## config.mk

```make
export PLATFORM = sky130hd
export DESIGN_NAME = tlb_fifo_page_translator_core_flat
export DESIGN_NICKNAME = d
export VERILOG_FILES = /design/src/hdl/tfpt_pkg.sv /design/src/hdl/tfpt_ifs.sv /design/src/hdl/tfpt_front.sv /design/src/hdl/tfpt_queue.sv /design/src/hdl/tfpt_back.sv /design/src/hdl/tlb_fifo_page_translator_core.sv /design/src/flat_wrapper.sv
export SDC_FILE = /design/constraint.sdc
export NUM_CORES = 1
export LEC_CHECK = 0
export BUFFER_PORTS_ARGS = -buffer_cell sky130_fd_sc_hd__clkbuf_2
export CORE_ASPECT_RATIO = 0.9
export CORE_UTILIZATION = 60
export CTS_CLUSTER_SIZE = 28
export DETAILED_ROUTE_END_ITERATION = 12
export PLACE_DENSITY_LB_ADDON = 0.25
export SYNTH_ARGS = -nofsm -noshare
export SYNTH_HDL_FRONTEND = slang
export SYNTH_SLANG_ARGS = --single-unit
```

## constraint.sdc

```tcl
create_clock -name clk -period 8.5 [get_ports clk]
set_clock_uncertainty 0.05 [all_clocks]
set_input_delay 1.275 -clock clk [delete_from_list [all_inputs] [get_ports clk]]
set_output_delay 1.275 -clock clk [all_outputs]
set_load 0.02 [all_outputs]
```

## src/hdl/tfpt_pkg.sv

```systemverilog
// ----------------------------------------------------------------------------
// tfpt_pkg
// Shared types and constants of the page translator with a FIFO-replaced TLB.
// ----------------------------------------------------------------------------
package tfpt_pkg;

	// Fixed field widths of an address, a frame id and a status.
	localparam int unsigned PAGE_W   = 5;
	localparam int unsigned OFFSET_W = 3;
	localparam int unsigned ADDR_W   = PAGE_W + OFFSET_W;
	localparam int unsigned FID_W    = 8;
	localparam int unsigned STATUS_W = 3;

	// Depth of the queue between front and back; must be a power of two.
	localparam int unsigned Q_DEPTH = 2;
	localparam int unsigned Q_AW    = $clog2(Q_DEPTH);

	// Result status codes.
	typedef enum logic [STATUS_W-1:0] {
		ST_HIT   = 3'd0,
		ST_FILL  = 3'd1,
		ST_RANGE = 3'd2,
		ST_FAULT = 3'd3,
		ST_INVAL = 3'd4
	} status_t;

	// Item class decided by the front part.
	typedef enum logic [1:0] {
		OP_XLATE,
		OP_RANGE,
		OP_INVAL
	} op_t;

	// Classified item as it travels through the queue.
	typedef struct packed {
		op_t                 op;
		logic [PAGE_W-1:0]   page;
		logic [OFFSET_W-1:0] offset;
		logic [FID_W-1:0]    frame_id;
	} cmd_t;

endpackage

```

## src/hdl/tfpt_ifs.sv

```systemverilog
// ----------------------------------------------------------------------------
// tfpt_ifs
// Handshake channels of the translator: request items in, result items out.
// ----------------------------------------------------------------------------

// Request channel: one translate or invalidate item.
interface tfpt_req_if;
	logic       valid;
	logic       ready;
	logic       func;
	logic [7:0] virt_addr;
	logic [7:0] frame_id;

	modport source (output valid, output func, output virt_addr, output frame_id,
		input ready);
	modport sink (input valid, input func, input virt_addr, input frame_id,
		output ready);
endinterface

// Result channel: one physical address and status per item.
interface tfpt_rsp_if;
	logic       valid;
	logic       ready;
	logic [7:0] phys_addr;
	logic [2:0] status;

	modport source (output valid, output phys_addr, output status, input ready);
	modport sink (input valid, input phys_addr, input status, output ready);
endinterface

```

## src/hdl/tfpt_front.sv

```systemverilog
// ----------------------------------------------------------------------------
// tfpt_front
// Accepts request items, splits the address and classifies each item.
// ----------------------------------------------------------------------------
module tfpt_front #(
	parameter int unsigned PAGES = 32
) (
	input  logic           clk,
	input  logic           arst_n,
	tfpt_req_if.sink       req,
	output logic           push_valid,
	input  logic           push_ready,
	output tfpt_pkg::cmd_t push_cmd
);
	import tfpt_pkg::*;

	logic              valid_s1;
	cmd_t              cmd_s1;
	cmd_t              cmd_d;
	logic [PAGE_W-1:0] page;

	// The stage takes a new item whenever it is empty or drains this cycle.
	assign req.ready  = !valid_s1 || push_ready;
	assign push_valid = valid_s1;
	assign push_cmd   = cmd_s1;

	// Split the address and decide the item class.
	assign page = req.virt_addr[ADDR_W-1:OFFSET_W];

	always_comb begin
		cmd_d.page     = page;
		cmd_d.offset   = req.virt_addr[OFFSET_W-1:0];
		cmd_d.frame_id = req.frame_id;
		if (req.func) begin
			cmd_d.op = OP_INVAL;
		end else if ({1'b0, page} >= (PAGE_W+1)'(PAGES)) begin
			cmd_d.op = OP_RANGE;
		end else begin
			cmd_d.op = OP_XLATE;
		end
	end

	// Stage valid flag.
	always_ff @(posedge clk or negedge arst_n) begin
		if (!arst_n) begin
			valid_s1 <= 1'b0;
		end else if (req.ready) begin
			valid_s1 <= req.valid;
		end
	end

	// Stage payload.
	always_ff @(posedge clk) begin
		if (req.valid && req.ready) begin
			cmd_s1 <= cmd_d;
		end
	end

endmodule

```

## src/hdl/tfpt_queue.sv

```systemverilog
// ----------------------------------------------------------------------------
// tfpt_queue
// Short FIFO of classified items between the front and the back part.
// ----------------------------------------------------------------------------
module tfpt_queue (
	input  logic           clk,
	input  logic           arst_n,
	input  logic           push_valid,
	output logic           push_ready,
	input  tfpt_pkg::cmd_t push_cmd,
	output logic           pop_valid,
	input  logic           pop_ready,
	output tfpt_pkg::cmd_t pop_cmd
);
	import tfpt_pkg::*;

	cmd_t            slots_q [Q_DEPTH];
	logic [Q_AW-1:0] wr_ptr_q;
	logic [Q_AW-1:0] rd_ptr_q;
	logic [Q_AW:0]   count_q;
	logic            push;
	logic            pop;

	assign push_ready = (count_q != (Q_AW+1)'(Q_DEPTH));
	assign pop_valid  = (count_q != '0);
	assign pop_cmd    = slots_q[rd_ptr_q];
	assign push       = push_valid && push_ready;
	assign pop        = pop_valid && pop_ready;

	// Pointers and fill level; pointers wrap naturally at a power-of-two depth.
	always_ff @(posedge clk or negedge arst_n) begin
		if (!arst_n) begin
			wr_ptr_q <= '0;
			rd_ptr_q <= '0;
			count_q  <= '0;
		end else begin
			if (push) begin
				wr_ptr_q <= wr_ptr_q + 1'b1;
			end
			if (pop) begin
				rd_ptr_q <= rd_ptr_q + 1'b1;
			end
			if (push && !pop) begin
				count_q <= count_q + 1'b1;
			end else if (pop && !push) begin
				count_q <= count_q - 1'b1;
			end
		end
	end

	// Slot storage.
	always_ff @(posedge clk) begin
		if (push) begin
			slots_q[wr_ptr_q] <= push_cmd;
		end
	end

	// The fill level never exceeds the depth.
	assert property (@(posedge clk) disable iff (!arst_n)
		count_q <= (Q_AW+1)'(Q_DEPTH))
		else $error("queue fill level beyond depth");

	// Pointers stay apart by exactly the fill level.
	assert property (@(posedge clk) disable iff (!arst_n)
		(Q_AW)'(wr_ptr_q - rd_ptr_q) == count_q[Q_AW-1:0])
		else $error("queue pointers disagree with fill level");

endmodule

```

## src/hdl/tfpt_back.sv

```systemverilog
// ----------------------------------------------------------------------------
// tfpt_back
// Carries out items: TLB lookup, page table check and fill, invalidation,
// and holds each result in an output register.
// ----------------------------------------------------------------------------
module tfpt_back #(
	parameter int unsigned PAGES       = 32,
	parameter int unsigned TLB_ENTRIES = 8
) (
	input  logic           clk,
	input  logic           arst_n,
	input  logic           pop_valid,
	output logic           pop_ready,
	input  tfpt_pkg::cmd_t pop_cmd,
	tfpt_rsp_if.source     rsp
);
	import tfpt_pkg::*;

	localparam int unsigned VW  = (TLB_ENTRIES > 1) ? $clog2(TLB_ENTRIES) : 1;
	localparam int unsigned PIW = (PAGES > 1) ? $clog2(PAGES) : 1;

	logic [PAGES-1:0]       page_valid_q;
	logic [PAGE_W-1:0]      tlb_page_q  [TLB_ENTRIES];
	logic [PAGE_W-1:0]      tlb_frame_q [TLB_ENTRIES];
	logic [TLB_ENTRIES-1:0] tlb_valid_q;
	logic [VW-1:0]          victim_q;

	logic                   out_valid_q;
	logic [ADDR_W-1:0]      phys_q;
	status_t                status_q;

	logic                   work;
	logic [TLB_ENTRIES-1:0] match;
	logic                   hit;
	logic [PAGE_W-1:0]      hit_frame;
	logic                   pv;
	logic                   do_fill;
	logic [ADDR_W-1:0]      phys_d;
	status_t                status_d;

	// A new item is carried out when the output register is free or drains.
	assign pop_ready     = !out_valid_q || rsp.ready;
	assign work          = pop_valid && pop_ready;
	assign rsp.valid     = out_valid_q;
	assign rsp.phys_addr = phys_q;
	assign rsp.status    = status_q;

	// Associative match; a page is never held twice, so the matches OR together.
	always_comb begin
		hit_frame = '0;
		for (int i = 0; i < TLB_ENTRIES; i++) begin
			match[i] = tlb_valid_q[i] && (tlb_page_q[i] == pop_cmd.page);
			if (match[i]) begin
				hit_frame = hit_frame | tlb_frame_q[i];
			end
		end
		hit = |match;
	end

	assign pv = page_valid_q[pop_cmd.page[PIW-1:0]];

	// Result and fill decision.
	always_comb begin
		phys_d   = '0;
		status_d = ST_INVAL;
		do_fill  = 1'b0;
		case (pop_cmd.op)
			OP_INVAL: begin
				status_d = ST_INVAL;
			end
			OP_RANGE: begin
				status_d = ST_RANGE;
			end
			OP_XLATE: begin
				if (hit) begin
					phys_d   = {hit_frame, pop_cmd.offset};
					status_d = ST_HIT;
				end else if (!pv) begin
					status_d = ST_FAULT;
				end else begin
					phys_d   = {pop_cmd.page, pop_cmd.offset};
					status_d = ST_FILL;
					do_fill  = 1'b1;
				end
			end
			default: begin
				status_d = ST_INVAL;
			end
		endcase
	end

	// Page table valid bits, TLB valid bits and the victim pointer.
	always_ff @(posedge clk or negedge arst_n) begin
		if (!arst_n) begin
			page_valid_q <= '1;
			tlb_valid_q  <= '0;
			victim_q     <= '0;
		end else if (work) begin
			if (pop_cmd.op == OP_INVAL) begin
				for (int i = 0; i < PAGES; i++) begin
					if (pop_cmd.frame_id == FID_W'(i)) begin
						page_valid_q[i] <= 1'b0;
					end
				end
				for (int i = 0; i < TLB_ENTRIES; i++) begin
					if ({{(FID_W-PAGE_W){1'b0}}, tlb_frame_q[i]} == pop_cmd.frame_id) begin
						tlb_valid_q[i] <= 1'b0;
					end
				end
			end else if (do_fill) begin
				tlb_valid_q[victim_q] <= 1'b1;
				if (victim_q == VW'(TLB_ENTRIES - 1)) begin
					victim_q <= '0;
				end else begin
					victim_q <= victim_q + 1'b1;
				end
			end
		end
	end

	// TLB tags and frames; only read behind a valid bit.
	always_ff @(posedge clk) begin
		if (work && do_fill) begin
			tlb_page_q[victim_q]  <= pop_cmd.page;
			tlb_frame_q[victim_q] <= pop_cmd.page;
		end
	end

	// Output register flag.
	always_ff @(posedge clk or negedge arst_n) begin
		if (!arst_n) begin
			out_valid_q <= 1'b0;
		end else if (pop_ready) begin
			out_valid_q <= pop_valid;
		end
	end

	// Output register payload.
	always_ff @(posedge clk) begin
		if (work) begin
			phys_q   <= phys_d;
			status_q <= status_d;
		end
	end

	// The victim pointer stays inside the TLB.
	assert property (@(posedge clk) disable iff (!arst_n)
		32'(victim_q) < TLB_ENTRIES)
		else $error("victim pointer beyond TLB");

	// No page is held by two valid TLB entries.
	assert property (@(posedge clk) disable iff (!arst_n)
		$onehot0(match))
		else $error("page held by more than one TLB entry");

	// Error and invalidate results carry a zero address.
	assert property (@(posedge clk) disable iff (!arst_n)
		(out_valid_q && (status_q == ST_RANGE || status_q == ST_FAULT ||
		status_q == ST_INVAL)) |-> (phys_q == '0))
		else $error("non-zero address on error or invalidate result");

	// A filled entry is valid once the fill completes.
	assert property (@(posedge clk) disable iff (!arst_n)
		(work && do_fill) |=> tlb_valid_q[$past(victim_q)])
		else $error("filled TLB entry not valid");

endmodule

```

## src/hdl/tlb_fifo_page_translator_core.sv

```systemverilog
// ----------------------------------------------------------------------------
// tlb_fifo_page_translator_core
// Translates 8-bit virtual addresses through a FIFO-replaced TLB backed by an
// identity page table, and invalidates mappings by frame number.
// ----------------------------------------------------------------------------
//
//   Channel  Dir   Payload                          Handshake
//   req      in    func, virt_addr, frame_id        valid / ready
//   rsp      out   phys_addr, status                valid / ready
//
// One item is taken per cycle when nothing stalls. Each result passes through
// the front stage, the queue and the output register before it is presented
// on rsp. The back part carries out one item per cycle while rsp does not
// stall it, so its single lookup and update step sets the rate; the
// two-entry queue lets the front keep taking items while a result waits on
// rsp.
// Reset clears the TLB valid bits and the victim pointer and marks every page
// valid; no clearing pass is needed.
//
module tlb_fifo_page_translator_core #(
	parameter int unsigned PAGES       = 32,
	parameter int unsigned TLB_ENTRIES = 8
) (
	input  logic       clk,
	input  logic       arst_n,
	tfpt_req_if.sink   req,
	tfpt_rsp_if.source rsp
);
	import tfpt_pkg::*;

	logic push_valid;
	logic push_ready;
	cmd_t push_cmd;
	logic pop_valid;
	logic pop_ready;
	cmd_t pop_cmd;

	// Front: accept and classify.
	tfpt_front #(
		.PAGES (PAGES)
	) u_front (
		.clk        (clk),
		.arst_n     (arst_n),
		.req        (req),
		.push_valid (push_valid),
		.push_ready (push_ready),
		.push_cmd   (push_cmd)
	);

	// Queue between front and back.
	tfpt_queue u_queue (
		.clk        (clk),
		.arst_n     (arst_n),
		.push_valid (push_valid),
		.push_ready (push_ready),
		.push_cmd   (push_cmd),
		.pop_valid  (pop_valid),
		.pop_ready  (pop_ready),
		.pop_cmd    (pop_cmd)
	);

	// Back: lookup, fill, invalidate and result register.
	tfpt_back #(
		.PAGES       (PAGES),
		.TLB_ENTRIES (TLB_ENTRIES)
	) u_back (
		.clk       (clk),
		.arst_n    (arst_n),
		.pop_valid (pop_valid),
		.pop_ready (pop_ready),
		.pop_cmd   (pop_cmd),
		.rsp       (rsp)
	);

endmodule

```

## src/flat_wrapper.sv

```systemverilog
// flat-port wrapper written by rule: the top's interface ports become plain ports
module tlb_fifo_page_translator_core_flat import tfpt_pkg::*;
#(
	parameter int unsigned PAGES       = 32,
	parameter int unsigned TLB_ENTRIES = 8
)
  (clk, arst_n, req_valid, req_func, req_virt_addr, req_frame_id, req_ready, rsp_valid, rsp_phys_addr, rsp_status, rsp_ready);
  tfpt_req_if req_i ();
  tfpt_rsp_if rsp_i ();
  input  logic clk;
  input  logic arst_n;
  input wire logic [$bits(req_i.valid)-1:0] req_valid;
  input wire logic [$bits(req_i.func)-1:0] req_func;
  input wire logic [$bits(req_i.virt_addr)-1:0] req_virt_addr;
  input wire logic [$bits(req_i.frame_id)-1:0] req_frame_id;
  output wire logic [$bits(req_i.ready)-1:0] req_ready;
  output wire logic [$bits(rsp_i.valid)-1:0] rsp_valid;
  output wire logic [$bits(rsp_i.phys_addr)-1:0] rsp_phys_addr;
  output wire logic [$bits(rsp_i.status)-1:0] rsp_status;
  input wire logic [$bits(rsp_i.ready)-1:0] rsp_ready;
  assign req_i.valid = req_valid;
  assign req_i.func = req_func;
  assign req_i.virt_addr = req_virt_addr;
  assign req_i.frame_id = req_frame_id;
  assign req_ready = req_i.ready;
  assign rsp_valid = rsp_i.valid;
  assign rsp_phys_addr = rsp_i.phys_addr;
  assign rsp_status = rsp_i.status;
  assign rsp_i.ready = rsp_ready;
  tlb_fifo_page_translator_core #(.PAGES(PAGES), .TLB_ENTRIES(TLB_ENTRIES)) u_core (.clk(clk), .arst_n(arst_n), .req(req_i), .rsp(rsp_i));
endmodule
```

==> run_results.csv, run 1 <==
group,metric,value,unit
timing,slew_violations,0,
timing,worst_slack,4.298,ns
worst_setup_path,cp-end-kind,"register",
flow_run,drv_cap,0,
worst_setup_path,path_cells,"mux2i_2 > buf_4 > xnor2_1 > nor4_1 > and3_1 > or4_1 > nor2_4 > nand4_4 > nor3_2",
grt,top_usage_layer,"met2",
floorplanning,start_util,0.6251,
grt,track_usage,0.2760,
worst_hold_path,hold_path.class,"reg -> reg",
grt,grt_start_max_net_pins,50,
synthesis,syn_area,6870,sq um
timing,fmax,0.2380,GHz
place,preCtsSetupSlack,4.332,ns
route,drtIter0Drc,549,
grt,grtUsageMet1,0.4005,
layout,stdcell_area,7797,sq um
clocking,cts_hold_buf,0,
synthesis,netlist_instances,489,
synthesis,synthesis.nets,513,
grt,grt_overflow,0,
synthesis,avgSynthCellArea,14.05,sq um
worst_setup_path,criticalPathCategory,"reg -> reg",
place,place_hpwl,9.904,mm
clocking,clock-sinks,151,
floorplanning,core_area,10990,sq um
worst_setup_path,worstPathRequired,8.53,ns
worst_setup_path,path_buf_inv,1,
timing,hold_violations,0,
synthesis,ys.flop_type,"edfxtp_1",
synthesis,synth-async-reset-ratio,0.3245,
place,placed_area,7196,sq um
synthesis,ys_seq_area_frac,0.6301,
grt,grt_pass1_wl,24.07,mm
timing,setup_viol,0,
route,drc_errors,0,
grt,grt_use_met2,0.4082,
layout,post_route_cells_drive_above_1_share,0.2444,
route,drt_first_pass_iters,6,
route,vias,4405,
worst_setup_path,path_max_fanout,21,
worst_setup_path,slowest_stage,"dfrtp_1",
floorplanning,ios,34,
worst_setup_path,critPathLaunchType,"register",
place,place_congestion,0.9911,
layout,fill_cells,764,
place,io_buffers,33,
clocking,clock_latency,0.43,ns
clocking,path_clk_slew,0.07,ns
clocking,numCtsBuffers,17,
worst_setup_path,crit_family,"simple AND/OR/NAND/NOR gates",
clocking,cts_buffer_depth,2,
clocking,cts_tree,"yes",
floorplanning,die_h,103.5,um
power_and_ir_drop,pwr_density_cell,349.2,nW/um^2
clocking,cts_root_buf,"clkbuf_16",
layout,n_antenna_cell,0,
timing,tightest_slew,0.9616,ns
synthesis,synthDistinctLibCells,54,
clocking,cts_setup_buffers,0,
worst_setup_path,cpPeakStageDelay,0.97,ns
synthesis,synth_edf_count,102,
timing,rsz0062_at_grt,"false",
status,status,"complete, no violations",
route,finalWirelength,15.30,mm
synthesis,synth.ff_latch_count,151,
power_and_ir_drop,p_leak,0.002789,uW
timing,tns,0,ns
floorplanning,rows,36,
worst_setup_path,cp.arrival,4.23,ns
grt,grt_pass1_vias,4339,
timing,period_share,0.4944,
route,wire_per_inst,22.11,um
floorplanning,die_area,11880,sq um
clocking,cts_resized,0,
layout,area_growth,13.49,%
clocking,htree_levels,4,
synthesis,ys_warn_count,0,
layout,layout.nets,551,
route,vias_per_cell,6.366,
grt,grtUsageMet3,0.05910,
floorplanning,die_w,114.8,um
power_and_ir_drop,ir_worst_vdd,0.0001862,V
timing,timing.final.crit_period,4.202,ns
grt,antenna_found_initial,0,
route,ant_nets,0,
timing,slew_headroom,0.3590,
-- report_power, final --
group	leakage, uW	internal, uW	switching [uW]
registers	0.00149	983	109
logic	0.00101	321	576
clock network	0.000286	396	338
-- cell type report --
cell class | instances | area [sq um] | share of cell area
Sequential cell | 151 | 4329 | 0.5552
Clock inverter | 15 | 176.4 | 0.02263
Timing Repair Buffer | 45 | 255.2 | 0.03273
Multi-Input combinational cell | 302 | 2384 | 0.3057
Clock buffer | 17 | 425.4 | 0.05456
Tap cell | 152 | 190.2 | 0.02439
Inverter | 10 | 37.54 | 0.004814
-- cell usage in the layout, fill, tap and decap left out, types with 8 or more instances in the layout --
cell type,n
a22o_1,10
dfstp_2,32
nor2_1,20
nand2_1,17
nor4_1,8
clkbuf_16,17
clkbuf_2,33
xnor2_1,71
o41ai_1,8
and3_1,14
buf_4,12
o2111ai_1,8
a221oi_1,10
a21boi_0,30
dfrtp_1,17
edfxtp_1,102
mux2i_1,18
-- layer usage --
layer / vias to the layer above / routed length [um]
met3: 40 / 1531
li1: 1921 / -
met4: 0 / 339
met1: 2161 / 6432
met2: 283 / 7000
met5: - / 0
-- sequential cells by signal, summed over array words and instances (netlist names) --
| register | flops |
|---|---|
| u_core.u_queue.slots_q | 34 |
| u_core.u_back.page_valid_q | 32 |
| u_core.u_back.tlb_page_q | 30 |
| u_core.u_front.push_cmd | 17 |
| u_core.u_back.tlb_frame_q | 10 |
| u_core.u_back.rsp.phys_addr | 8 |
| u_core.u_back.tlb_valid_q | 8 |
| u_core.u_back.rsp.status | 3 |
| u_core.u_back.victim_q | 3 |
| u_core.u_queue.count_q | 2 |
| u_core.u_back.rsp.valid | 1 |
| u_core.u_front.push_valid | 1 |
| u_core.u_queue.rd_ptr_q | 1 |
| u_core.u_queue.wr_ptr_q | 1 |
-- kinds of logic after synthesis --
logic type,Yosys count,synth area share
AND/OR/NAND/NOR,99,0.08122
multiplexers,29,0.05208
AO/OA/AOI/OAI,94,0.1089
flip-flops,151,0.6301
XOR/XNOR,77,0.09816
buffers and inverters,36,0.02404
adder cells (fa/ha/maj),3,0.005464
-- synthesized netlist by cell type, types with 3 or more instances --
cell / count / area share
o21ai_0: 5 / 0.0036
nand2_1: 17 / 0.0093
buf_4: 3 / 0.0033
a22o_1: 10 / 0.013
xnor2_1: 71 / 0.091
mux2_2: 3 / 0.0049
ha_1: 3 / 0.0055
inv_1: 7 / 0.0038
mux4_2: 5 / 0.016
nor2b_1: 3 / 0.0027
o41ai_1: 8 / 0.010
nand3_1: 7 / 0.0051
nor3_2: 4 / 0.0058
o31ai_1: 6 / 0.0066
nor4_1: 8 / 0.0073
edfxtp_1: 102 / 0.45
mux2i_1: 20 / 0.029
dfrtp_1: 17 / 0.062
buf_2: 3 / 0.0022
dfstp_2: 32 / 0.12
and2_1: 5 / 0.0046
a21boi_0: 30 / 0.033
xor2_1: 6 / 0.0076
a221oi_1: 10 / 0.013
and3_1: 14 / 0.013
o2111ai_1: 8 / 0.010
nand2b_1: 6 / 0.0055
nor3_1: 5 / 0.0036
clkbuf_1: 16 / 0.0087
nor2_1: 20 / 0.011
a31oi_1: 5 / 0.0046
-- worst paths after layout --
kind / from / to / slack (ns) / depth (start not counted)
max: u_core.u_queue.rd_ptr_q / u_core.u_back.tlb_frame_q[6][0] / 4.30 / 9
min: u_core.u_front.push_cmd[2] / u_core.u_queue.slots_q[1][2] / 0.39 / 0
max reg2reg: u_core.u_queue.rd_ptr_q / u_core.u_back.tlb_frame_q[6][0] / 4.30 / 9
min reg2reg: u_core.u_front.push_cmd[2] / u_core.u_queue.slots_q[1][2] / 0.39 / 0
max in group asynchronous: arst_n / u_core.u_queue.count_q[0] / 7.06 / 2
min in group asynchronous: arst_n / u_core.u_back.tlb_valid_q[2] / 0.89 / 2
-- metrics by stage --
| step | hold WS (ns) | cells | utilization | total power, uW |
|---|---|---|---|---|
| 2_1_floorplan | 0.3715 | 489 | - | 1702 |
| 3_3_place_gp | 0.3716 | 660 | 0.6547 | 1941 |
| 3_5_place_dp | 0.3822 | 660 | 0.6547 | 1981 |
| 4_1_cts | 0.3930 | 692 | 0.7095 | 2717 |
| 5_1_grt | 0.4033 | 692 | 0.7095 | 2833 |
| 6_report | 0.3911 | 692 | 0.7095 | 2723 |
No activity file was read; power rests on OpenSTA's default activity.
==> run 2, diff against run 1 <==
CORE_UTILIZATION = 55   (was 60)
clock period = 3.55 ns   (was 8.5 ns; I/O delays follow)
==> run 2 against run 1 <==
Net effect: worst setup slack lost 4.2 ns; first-iteration DRC count shrank 24%; non-clock buffer count grew 15; via count shrank 0.18%; sequential share of layout area shrank 0.82 points; power grew 140%; final cell count grew 3.2%; core utilization shrank 5.7 points; critical endpoint is now u_core.u_back.tlb_page_q[7][1]; largest cell class unchanged; highest routed layer unchanged.
==> run_results.csv, run 2 (synthesis gave the netlist of run 1 again) <==
group,metric,value,unit
timing,rsz0062_at_grt,"true",
layout,regMostFlops,"u_core.u_queue.slots_q",
grt,grt_pass1_wl,24.25,mm
timing,fmax,0.2923,GHz
worst_setup_path,cpPeakStageDelay,0.52,ns
clocking,path_clk_slew,0.06,ns
route,drc_errors,0,
grt,antenna_found_initial,0,
status,status,"complete, no violations",
power_and_ir_drop,ir_worst_vdd,0.0005173,V
place,placed_area,7343,sq um
clocking,cts_hold_buf,0,
clocking,cts_resized,0,
layout,fill_cells,859,
layout,final_util,0.6529,
clocking,cts_buffer_depth,2,
timing,setup_viol,0,
clocking,clock_latency,0.43,ns
power_and_ir_drop,pwr_density_cell,831.8,nW/um^2
route,vias_per_cell,6.158,
grt,track_usage,0.2624,
layout,top_regs,"u_core.u_queue.slots_q (34), u_core.u_back.page_valid_q (32), u_core.u_back.tlb_page_q (30)",
floorplanning,core_area,12120,sq um
floorplanning,ios,34,
clocking,cts_tree,"yes",
worst_setup_path,path_cells,"mux2i_1 > buf_4 > inv_2 > xnor2_1 > and3_1 > or4_4 > nor2_4 > nand4_4 > nor2_1",
floorplanning,die_w,119.8,um
layout,area_growth,15.22,%
timing,hold-worst-slack,0.2275,ns
route,finalWirelength,15.67,mm
worst_setup_path,criticalPathCategory,"reg -> reg",
layout,post_route_cells_drive_above_1_share,0.2635,
timing,period_share,0.9636,
layout,final_common_cell,"edfxtp_1",
floorplanning,die_area,12940,sq um
layout,largest_register_ffs,34,
worst_setup_path,path_buf_inv,2,
layout,layout_common_cells,"edfxtp_1, xnor2_1, clkbuf_2",
layout,layout.nets,566,
floorplanning,start_util,0.5667,
place,place_hpwl,10.68,mm
worst_setup_path,cp.arrival,3.45,ns
route,ant_nets,0,
clocking,htree_levels,4,
worst_setup_path,critPathLaunchType,"register",
layout,seq_area,4330,sq um
clocking,clock-sinks,151,
timing,hold_violations,0,
route,vias,4397,
timing,tightest_slew,1.060,ns
worst_setup_path,worstPathRequired,3.58,ns
clocking,cts_root_buf,"clkbuf_16",
clocking,cts_setup_buffers,0,
route,wire_per_inst,21.95,um
layout,n_antenna_cell,0,
timing,timing.final.crit_period,3.421,ns
timing,tns,0,ns
worst_hold_path,hold_path.class,"in -> reg",
worst_setup_path,crit_family,"simple AND/OR/NAND/NOR gates",
worst_setup_path,cp-end-kind,"register",
route,drtIter0Drc,416,
timing,slew_headroom,0.2932,
worst_setup_path,path_max_fanout,16,
floorplanning,die_h,108.0,um
layout,multiInputGateArea,2390,sq um
power_and_ir_drop,p_leak,0.002861,uW
floorplanning,rows,38,
grt,grt_overflow,0,
layout,stdcell_area,7916,sq um
flow_run,drv_cap,0,
place,place_congestion,0.9809,
worst_setup_path,slowest_stage,"or4_4",
clocking,numCtsBuffers,17,
route,drt_first_pass_iters,5,
grt,grt_pass1_vias,4374,
timing,slew_violations,0,
place,io_buffers,33,
grt,grt_start_max_net_pins,39,
[run 2: cell types whose count changed in the layout (fill, tap and decap cells not counted), moves of 2 or more]
cell,change
inv_6,+3
buf_4,+13
clkinv_8,-5
inv_8,-2
buf_12,+2
[run 2: routing by layer]
| layer | track usage | vias up | part of all wire |
|---|---|---|---|
| met3 | 0.07437 | 23 | 0.064 |
| met4 | 0.09375 | 0 | 0.017 |
| met5 | 0 | - | 0 |
| li1 | - | 1952 | - |
| met2 | 0.4009 | 156 | 0.47 |
| met1 | 0.3614 | 2266 | 0.45 |
[run 2: worst register-to-register path: stages (launching register included)]
cell	delay, ns
dfrtp_2	0.46
mux2i_1	0.21
buf_4	0.23
inv_2	0.18
xnor2_1	0.16
and3_1	0.25
or4_4	0.52
nor2_4	0.19
nand4_4	0.33
nor2_1	0.50
[run 2: area by class of cell]
| type | count | area share |
|---|---|---|
| clock buffers | 18 | 0.05421 |
| clock inverters | 13 | 0.01723 |
| inverters | 10 | 0.004742 |
| flip-flops and latches | 151 | 0.5470 |
| well taps | 160 | 0.02529 |
| multi-input cells | 302 | 0.3019 |
| repair buffers | 60 | 0.04963 |
[run 2: worst paths after layout]
kind,startpoint,to,slack [ns],cells past startpoint
setup / recovery,u_core.u_queue.rd_ptr_q,u_core.u_back.tlb_page_q[7][1],0.13,9
hold / removal,req_frame_id[0],u_core.u_front.push_cmd[0],0.23,1
setup reg to reg,u_core.u_queue.rd_ptr_q,u_core.u_back.tlb_page_q[7][1],0.13,9
hold reg to reg,u_core.u_back.page_valid_q[2],u_core.u_back.page_valid_q[2],0.39,2
min in group asynchronous,arst_n,u_core.u_back.tlb_valid_q[4],0.24,1
max in group asynchronous,arst_n,u_core.u_back.page_valid_q[27],2.37,2
[run 2: through the flow]
step | instances | power [uW] | worst slack (ns)
detailed placement | 683 | 4861 | 0.08757
global route | 714 | 6885 | -0.03854
CTS | 714 | 6586 | 0.05547
global placement | 683 | 4784 | 0.1840
finish | 714 | 6585 | 0.1292
floorplan | 489 | 4076 | 0.08788
[run 2: power by group]
part	internal, uW	switching, uW	total, uW
Clock	982	740	1720
Combinational	864	1420	2290
Sequential	2350	222	2580
Total	4200	2390	6580
==> run 3, diff against run 2 <==
CELL_PAD_IN_SITES_DETAIL_PLACEMENT = 1   (was default)
CELL_PAD_IN_SITES_GLOBAL_PLACEMENT = 2   (was default)
CORE_UTILIZATION = 40   (was 55)
==> run 3 against run 2 <==
Net effect: count of clock-buffer cells in the layout rose by 3; first-iteration DRC count shrank 29%; combinational power increased by 6%; clock power increased by 6%; critical endpoint is now u_core.u_back.rsp.phys_addr[1].
==> run_results.csv, run 3 (synthesis gave the netlist of run 1 again) <==
group,metric,value,unit
clocking,numCtsBuffers,17,
worst_setup_path,criticalPathCategory,"reg -> reg",
layout,top_regs,"u_core.u_queue.slots_q (34), u_core.u_back.page_valid_q (32), u_core.u_back.tlb_page_q (30)",
worst_setup_path,startpoint,"u_core.u_queue.rd_ptr_q",
grt,track_usage,0.2189,
route,wire_per_inst,23.21,um
place,io_buffers,33,
floorplanning,start_util,0.4081,
route,drc_errors,0,
worst_setup_path,rr_startpoint,"u_core.u_queue.rd_ptr_q",
floorplanning,core_area,16830,sq um
timing,fmax,0.3053,GHz
clocking,clock_latency,0.42,ns
grt,grt_pass1_wl,28.07,mm
clocking,path_clk_slew,0.06,ns
clocking,cts_hold_buf,0,
power_and_ir_drop,power,6852,uW
route,ant_nets,0,
worst_hold_path,hold_path.class,"in -> async",
worst_setup_path,path_max_fanout,14,
flow_run,drv_cap,0,
timing,timing.final.crit_period,3.276,ns
timing,hold-worst-slack,0.2113,ns
power_and_ir_drop,ir_worst_vdd,0.0004696,V
worst_setup_path,worstPathRequired,3.68,ns
floorplanning,die_w,140.1,um
grt,antenna_found_initial,0,
layout,area_growth,18.18,%
grt,grt_overflow,0,
layout,regMostFlops,"u_core.u_queue.slots_q",
clocking,cts_root_buf,"clkbuf_16",
power_and_ir_drop,p_leak,0.002932,uW
worst_setup_path,cp.arrival,3.41,ns
clocking,cts_buffer_depth,2,
grt,grt_start_max_net_pins,50,
worst_setup_path,cp-end-kind,"register",
layout,n_antenna_cell,0,
floorplanning,rows,45,
worst_setup_path,crit_path_end,"u_core.u_back.rsp.phys_addr[1]",
worst_setup_path,path_cells,"mux2i_2 > buf_12 > mux4_2 > and3_1 > a2111oi_4 > a21oi_2 > buf_4 > o21ai_0 > buf_4 > nor2_1",
layout,post_route_cells_drive_above_1_share,0.2794,
floorplanning,die_h,126.3,um
worst_setup_path,slowest_stage,"mux4_2",
power_and_ir_drop,pwr_density_cell,844.0,nW/um^2
worst_setup_path,path_buf_inv,3,
route,drtIter0Drc,295,
place,place_congestion,0.9236,
timing,hold_violations,0,
timing,rsz0062_at_grt,"false",
worst_setup_path,crit_cells,10,
timing,tightest_slew,0.8069,ns
timing,slew_violations,0,
layout,layout_common_cells,"edfxtp_1, xnor2_1, clkbuf_2",
route,vias,4384,
clocking,htree_levels,4,
floorplanning,ios,34,
layout,largest_register_ffs,34,
worst_setup_path,r2r_slack,0.27,ns
grt,grt_pass1_vias,4654,
worst_setup_path,cpPeakStageDelay,0.50,ns
route,drt_first_pass_iters,4,
layout,final_common_cell,"edfxtp_1",
floorplanning,die_area,17700,sq um
worst_setup_path,critPathLaunchType,"register",
worst_setup_path,reg2reg_depth,10,
place,place_hpwl,12.33,mm
clocking,cts_tree,"yes",
timing,setup_viol,0,
status,status,"complete, no violations",
worst_setup_path,r2r_end,"u_core.u_back.rsp.phys_addr[1]",
layout,layout.nets,573,
timing,slew_headroom,0.4620,
route,vias_per_cell,5.671,
timing,period_share,0.9227,
route,finalWirelength,17.94,mm
clocking,clock-sinks,151,
worst_setup_path,path_common_cell,"buf_4",
worst_setup_path,crit_family,"compound AO/OA/AOI/OAI gates",
run 3: cell count changes in the layout (fill, tap and decap cells not counted), sizes merged:
cell,change
buf,+7
clkbuf,+3
inv,-2
bufinv,+1
clkinvlp,-1
run 3: how the worst min path moves through the flow:
stage,start,to,slack (ns)
2_1_floorplan,arst_n,u_core.u_back.rsp.valid,0.19
3_3_place_gp,u_core.u_front.push_cmd[10],u_core.u_queue.slots_q[0][10],0.38
3_5_place_dp,u_core.u_front.push_cmd[8],u_core.u_queue.slots_q[1][8],0.38
4_1_cts,arst_n,u_core.u_back.tlb_valid_q[1],0.21
5_1_grt,req_virt_addr[2],u_core.u_front.push_cmd[10],0.21
6_report,arst_n,u_core.u_back.tlb_valid_q[1],0.21
run 3: metal layers:
metal	part of all wire	global-route usage
met3	0.052	0.04983
met2	0.47	0.3553
met1	0.46	0.2963
met5	0	0
met4	0.015	0.06012
run 3: repair_timing:
action	CTS	global route
pin swaps	0	0
buffers inserted	0	2
gates resized for setup	1	8
endpoints found under the setup margin	37	43
run 3: worst reg2reg max path, delay by kind of cell, from the launching register on:
kind,cells,cell delay [ns]
multiplexers,2,0.80
AO/OA/AOI/OAI,3,0.84
flip-flops,1,0.47
buffers and inverters,3,0.60
AND/OR/NAND/NOR,2,0.27
run 3: final cells by class:
cell class | count | area [sq um]
clock buffer | 21 | 460.4
clock inverter | 11 | 136.4
fill | 1665 | 8716
inverter | 10 | 37.54
multi-input combinational | 302 | 2432
sequential | 151 | 4330
tap | 211 | 264.0
timing repair buffer | 67 | 457.9
run 3: power by group:
part           switching, uW  leakage (uW)  internal [uW]
logic                   1520       0.00116            913
clock network            728      0.000286           1090
registers                253       0.00149           2350
run 3: metrics by stage:
stage / setup WS [ns] / instance area [sq um] / setup TNS (ns) / cells / utilization
2_1_floorplan: 0.08788 / 6870 / 0 / 489 / -
3_3_place_gp: -0.02171 / 7448 / -0.06419 / 739 / 0.4424
3_5_place_dp: -0.03641 / 7448 / -0.4791 / 739 / 0.4424
4_1_cts: -0.06257 / 8058 / -1.169 / 771 / 0.4786
5_1_grt: 0.08295 / 8119 / 0 / 773 / 0.4823
6_report: 0.2743 / 8119 / 0 / 773 / 0.4823
